<file path="src/rtl/core/quaternion_to_euler_angles_top_defines.svh">
// ----------------------------------------------------------------------------
// Quaternion to Euler angles: assertion macros
// Checks compile away when SYNTHESIS is defined.
// ----------------------------------------------------------------------------
`ifndef QUATERNION_TO_EULER_ANGLES_TOP_DEFINES_SVH
`define QUATERNION_TO_EULER_ANGLES_TOP_DEFINES_SVH
`ifndef SYNTHESIS
`define Q2E_ASSERT(lbl, clk_s, rst_s, prop, msg) \
    lbl: assert property (@(posedge clk_s) disable iff (!rst_s) prop) else $error(msg);
`define Q2E_ASSERT_NR(lbl, clk_s, prop, msg) \
    lbl: assert property (@(posedge clk_s) prop) else $error(msg);
`else
`define Q2E_ASSERT(lbl, clk_s, rst_s, prop, msg)
`define Q2E_ASSERT_NR(lbl, clk_s, prop, msg)
`endif
`endif

</file>
<file path="src/rtl/core/q2e_pkg.sv">
// ----------------------------------------------------------------------------
// Quaternion to Euler angles: package
// Widths, CORDIC constants and the arctangent table.
// ----------------------------------------------------------------------------
`default_nettype none
package q2e_pkg;
    localparam int unsigned CORDIC_STAGES_DEF = 16;
    localparam int unsigned ATAN_LEN = 24;
    localparam int unsigned TERM_W = 18;
    localparam int unsigned ROOT_W = 18;
    // CORDIC datapath: 18 bit term scaled by 2^12, plus growth
    localparam int unsigned CW = 33;
    localparam int unsigned ZW = 34;
    localparam logic signed [ZW-1:0] PI_Q30 = 34'sd3373259426;
    localparam logic signed [15:0] ANGLE_LIM = 16'sd25736;

    typedef logic signed [TERM_W-1:0] term_t;
    typedef logic signed [CW-1:0] cval_t;
    typedef logic signed [ZW-1:0] zval_t;

    function automatic zval_t atan_tab(input int unsigned i);
        zval_t r;
        case (i)
            0: r = 34'sd843314857;  1: r = 34'sd497837829;
            2: r = 34'sd263043837;  3: r = 34'sd133525159;
            4: r = 34'sd67021687;   5: r = 34'sd33543516;
            6: r = 34'sd16775851;   7: r = 34'sd8388437;
            8: r = 34'sd4194283;    9: r = 34'sd2097149;
            10: r = 34'sd1048576;   11: r = 34'sd524288;
            12: r = 34'sd262144;    13: r = 34'sd131072;
            14: r = 34'sd65536;     15: r = 34'sd32768;
            16: r = 34'sd16384;     17: r = 34'sd8192;
            18: r = 34'sd4096;      19: r = 34'sd2048;
            20: r = 34'sd1024;      21: r = 34'sd512;
            22: r = 34'sd256;       23: r = 34'sd128;
            default: r = '0;
        endcase
        return r;
    endfunction

    // half-up round of sum/2^14 and clamp to 18 bits
    function automatic term_t make_term(input logic signed [33:0] s);
        logic signed [33:0] t;
        t = (s + 34'sd8192) >>> 14;
        if (t > 34'sd131071) return term_t'(18'sh1ffff);
        if (t < -34'sd131072) return term_t'(18'sh20000);
        return t[TERM_W-1:0];
    endfunction
endpackage
`default_nettype wire

</file>
<file path="src/rtl/core/q2e_cordic.sv">
// ----------------------------------------------------------------------------
// Quaternion to Euler angles: pipelined atan2
// Vectoring CORDIC, one register stage per iteration, Q3.13 rounded output.
// ----------------------------------------------------------------------------
`default_nettype none
module q2e_cordic #(
    parameter int unsigned CORDIC_STAGES = q2e_pkg::CORDIC_STAGES_DEF
) (
    input  wire logic            clk,
    input  wire logic            en,
    input  wire logic signed [q2e_pkg::ROOT_W:0] y_in,
    input  wire logic [q2e_pkg::ROOT_W:0] x_in,  // signed, one bit wider
    output logic signed [15:0]   angle
);
    localparam int unsigned NS = (CORDIC_STAGES < q2e_pkg::ATAN_LEN) ?
                                 CORDIC_STAGES : q2e_pkg::ATAN_LEN;

    q2e_pkg::cval_t x_reg [NS+1];
    q2e_pkg::cval_t y_reg [NS+1];
    q2e_pkg::zval_t z_reg [NS+1];
    logic           zero_reg [NS+1];

    // pre-rotation stage
    logic signed [q2e_pkg::ROOT_W:0] xs;
    logic signed [q2e_pkg::ROOT_W:0] ys;
    always_comb
    begin
        xs = $signed(x_in);
        ys = y_in;
    end

    always_ff @(posedge clk)
    begin
        if (en)
        begin
            zero_reg[0] <= (xs == '0) && (ys == '0);
            if (xs < 0)
            begin
                z_reg[0] <= (ys >= 0) ? q2e_pkg::PI_Q30 : -q2e_pkg::PI_Q30;
                x_reg[0] <= q2e_pkg::cval_t'(-xs) <<< 12;
                y_reg[0] <= q2e_pkg::cval_t'(-ys) <<< 12;
            end
            else
            begin
                z_reg[0] <= '0;
                x_reg[0] <= q2e_pkg::cval_t'(xs) <<< 12;
                y_reg[0] <= q2e_pkg::cval_t'(ys) <<< 12;
            end
        end
    end

    for (genvar i = 0; i < NS; i++)
    begin : g_stage
        always_ff @(posedge clk)
        begin
            if (en)
            begin
                zero_reg[i+1] <= zero_reg[i];
                if (y_reg[i] < 0)
                begin
                    x_reg[i+1] <= x_reg[i] - (y_reg[i] >>> i);
                    y_reg[i+1] <= y_reg[i] + (x_reg[i] >>> i);
                    z_reg[i+1] <= z_reg[i] - q2e_pkg::atan_tab(i);
                end
                else
                begin
                    x_reg[i+1] <= x_reg[i] + (y_reg[i] >>> i);
                    y_reg[i+1] <= y_reg[i] - (x_reg[i] >>> i);
                    z_reg[i+1] <= z_reg[i] + q2e_pkg::atan_tab(i);
                end
            end
        end
    end

    logic signed [q2e_pkg::ZW-1:0] r;
    always_comb
    begin
        r = (z_reg[NS] + q2e_pkg::zval_t'(65536)) >>> 17;
        if (zero_reg[NS])
            angle = '0;
        else if (r > q2e_pkg::zval_t'(q2e_pkg::ANGLE_LIM))
            angle = q2e_pkg::ANGLE_LIM;
        else if (r < -q2e_pkg::zval_t'(q2e_pkg::ANGLE_LIM))
            angle = -q2e_pkg::ANGLE_LIM;
        else
            angle = r[15:0];
    end
endmodule
`default_nettype wire

</file>
<file path="config.mk">
export PLATFORM = sky130hd
export DESIGN_NAME = q2e_cordic
export DESIGN_NICKNAME = d
export VERILOG_FILES = /design/src/rtl/core/quaternion_to_euler_angles_top_defines.svh /design/src/rtl/core/q2e_pkg.sv /design/src/rtl/core/q2e_cordic.sv
export SDC_FILE = /design/constraint.sdc
export NUM_CORES = 2
export LEC_CHECK = 0
export BUFFER_PORTS_ARGS = -buffer_cell sky130_fd_sc_hd__buf_2
export CAP_MARGIN = 10
export CORE_ASPECT_RATIO = 1.25
export CORE_MARGIN = 2
export CORE_UTILIZATION = 49
export CTS_CLUSTER_DIAMETER = 100
export DETAILED_ROUTE_END_ITERATION = 8
export PLACE_DENSITY = 0.72
export SETUP_SLACK_MARGIN = 0.5
export SYNTH_ARGS = -nofsm -noshare
export SYNTH_HDL_FRONTEND = slang
export SYNTH_SLANG_ARGS = --single-unit
</file>
<file path="constraint.sdc">
create_clock -name clk -period 6.8 [get_ports clk]
set_input_delay 1.36 -clock clk [delete_from_list [all_inputs] [get_ports clk]]
set_output_delay 1.36 -clock clk [all_outputs]
set_load 0.02 [all_outputs]
</file>
==> impl_metrics.py <==
metrics = {
    "final_layout": {
        "regArea_sq_mm": 0.0395,
        "layout_common_cells": "edfxtp_1 (1317), ha_1 (1270), a21oi_1 (1182)",
        "n_fill_cell": 20100,
        "drive_gt1_share_pct": 4.46,
        "syn2layout_area_growth_pct": 8.48,
        "layout_commonest_cell": "edfxtp_1",
        "largest_register_ffs": 440,
        "multi_input_area_sq_mm": 0.0687,
        "nNetsFinal": 12900,
    },
    "floorplan": {
        "floorplan.die.width_um": 430,
        "start_util_pct": 49.2,
        "io-pin-count": 56,
        "core.rowCount": 195,
        "die_h_um": 536,
        "die-area_sq_mm": 0.230,
        "core_area_sq_mm": 0.225,
    },
    "synth": {
        "ys_ff_latch": 1317,
        "avgSynthCellArea_sq_um": 9.64,
        "synth_edf_count": 1317,
        "yosysWarnings": 0,
        "syn_area_sq_mm": 0.111,
        "synth-seq-area-share_pct": 35.7,
        "syn-instance-count": 11500,
        "synth_cell_types": 97,
        "synth-main-ff-cell": "edfxtp_1",
        "synthArstFlopShare_pct": 0,
        "synth_nets": 12800,
    },
    "status": {
        "outcome": "finished clean",
    },
    "clock_network": {
        "clk_latency_ps": 840,
        "cts_max_level": 4,
        "cts_tree": "built",
        "path_clk_slew_ps": 60,
        "clockBufferDepth": 4,
        "post_cts_buffers": 0,
        "cts_root_buf": "clkbuf_16",
        "cts_made_buffers": 160,
        "clock-sinks": 1317,
    },
    "placed_design": {
        "dp_hpwl_um": 244000,
        "gp_congestion": 0.953,
        "portBuffers": 55,
        "place_ws_ps": 603,
    },
    "critical_path": {
        "cp_num_buf_inv": 0,
        "end_kind": "flip-flop",
        "path_cells": "nor4_1 > and3_1 > nand2_1 > nor4_1 > a21oi_1 > xnor2_1 > ha_1 > nand2_1 > nor2_1 > a221o_1 > a21o_1 > a211o_1 > o41ai_1 > o21ai_0 > o41a_1 > o21ai_0",
        "critical_path.endpoint": "y_reg[10][29]",
        "r2r_cells": 16,
        "worst-path-stages": 16,
        "crit_fanout": 7,
        "regToRegStartpoint": "x_reg[9][9]",
        "cp-startpoint": "x_reg[9][9]",
        "slowest_stage": "nor4_1",
        "path_class": "reg2reg",
        "r2r-end": "y_reg[10][29]",
        "worstPathArrival_ps": 6410,
        "path_delay_family": "compound AO/OA/AOI/OAI gates",
        "slowest_delay_ps": 750,
        "worstPathRequired_ps": 7480,
        "rrSetupSlack_ps": 1070,
        "worst_setup_path_start_kind": "flip-flop",
    },
    "hold_path": {
        "hold_path.class": "reg2reg",
    },
    "grt": {
        "overflow": 0,
        "grt_pass1_vias": 86200,
        "met1_usage_pct": 30.5,
        "grtUsageMet2_pct": 47.2,
        "grt_pass1_wl_um": 475000,
        "antenna_found_initial": 11,
        "gr-max-usage-layer": "met2",
        "grt_max_degree": 156,
        "met3_usage_pct": 2.50,
        "grt_use_total_pct": 25.7,
    },
    "timing": {
        "drv_slew": 0,
        "timing.fmax_ghz": 0.175,
        "max_slew.worst_pin.slew_ps": 1140,
        "tns_ps": 0,
        "slew_headroom_pct": 23.4,
        "rsz0062_at_grt": "false",
        "setup_viol": 0,
        "hold_viol_final": 0,
        "layout_min_cycle_time_ps": 5730,
        "worst_slack_ps": 1070,
        "skew_ps": 50.7,
        "fin_crit_sh_pct": 84.3,
    },
    "detailed_routing": {
        "avgRoutedWirePerCell_um": 20.8,
        "via_per_inst": 5.98,
        "detail-route-antenna-nets": 0,
        "wirelength_um": 305000,
        "drt-initial-drc-count": 5788,
        "dr_total_vias": 87800,
        "route.detailed.drc": 0,
        "first_pass_iters": 6,
    },
    "run": {
        "drv_cap": 0,
    },
}
per-layer routing:
metal	share of wire (%)	vias to the layer above
li1	-	43100
met1	41	42100
met2	51	2037
met3	3.7	575
met4	4.4	2
met5	0.0046	-
through the flow:
stage	hold slack [ps]	utilization, %	instances	area, sq um
floorplan	400	-	11500	111000
global placement	402	51.0	14400	115000
detailed placement	405	51.0	14400	115000
CTS	417	53.3	14700	120000
global route	421	53.4	14700	120000
finish	416	53.4	14700	120000
how the worst min path moves through the flow:
stage | endpoint | start | cells after the start
after floorplan | z_reg[11][15] | z_reg[10][15] | 0
after global routing | zero_reg[0][2] | zero_reg[0][1] | 0
after global placement | zero_reg[0][3] | zero_reg[0][2] | 0
after CTS | z_reg[13][16] | z_reg[12][16] | 0
after detailed placement | z_reg[13][16] | z_reg[12][16] | 0
final | z_reg[13][15] | z_reg[12][15] | 0
cells in the mapped netlist, types with 89 or more instances:
library cell / n / area, sq um
a21o_1: 491 / 3690
clkbuf_1: 200 / 751
inv_1: 483 / 1810
and3_1: 89 / 557
nor3_1: 310 / 1550
nor2b_1: 150 / 938
a21oi_1: 1182 / 5920
nand2b_1: 181 / 1130
o21bai_1: 176 / 1320
nor4_1: 93 / 582
o21ai_0: 566 / 2830
xor2_1: 625 / 5470
nand3_1: 197 / 986
o31ai_1: 115 / 863
o21a_1: 189 / 1420
a31oi_1: 98 / 613
ha_1: 1270 / 15900
a211oi_1: 126 / 946
nand2_1: 533 / 2000
nor2_1: 917 / 3440
nand4_1: 98 / 613
xnor2_1: 1039 / 9100
edfxtp_1: 1317 / 39500
what timing repair did:
item                       4_1_cts  5_1_grt
setup endpoints to repair        0        2
gates resized for setup          0        2
hold buffers                     0        0
final cells by class:
class                   instances  share of cell area (%)
multi-input cells            9460                    57.1
flip-flops and latches       1317                    32.9
clock buffers                 185                    3.46
well taps                    2955                    3.07
inverters                     495                    1.54
clock inverters                94                   0.980
repair buffers                162                   0.971
diodes                         12                  0.0250
kinds of logic after synthesis:
kind of cell    share of synthesized area [%]
flops                                    35.7
simple gates                             13.0
fa+ha+maj                                15.0
buf+inv                                  2.47
xor+xnor                                 13.1
mux                                     0.633
compound gates                           20.1
Power is not shown: default switching activity piles up to over one toggle a cycle in this logic, so the estimate is an artifact.
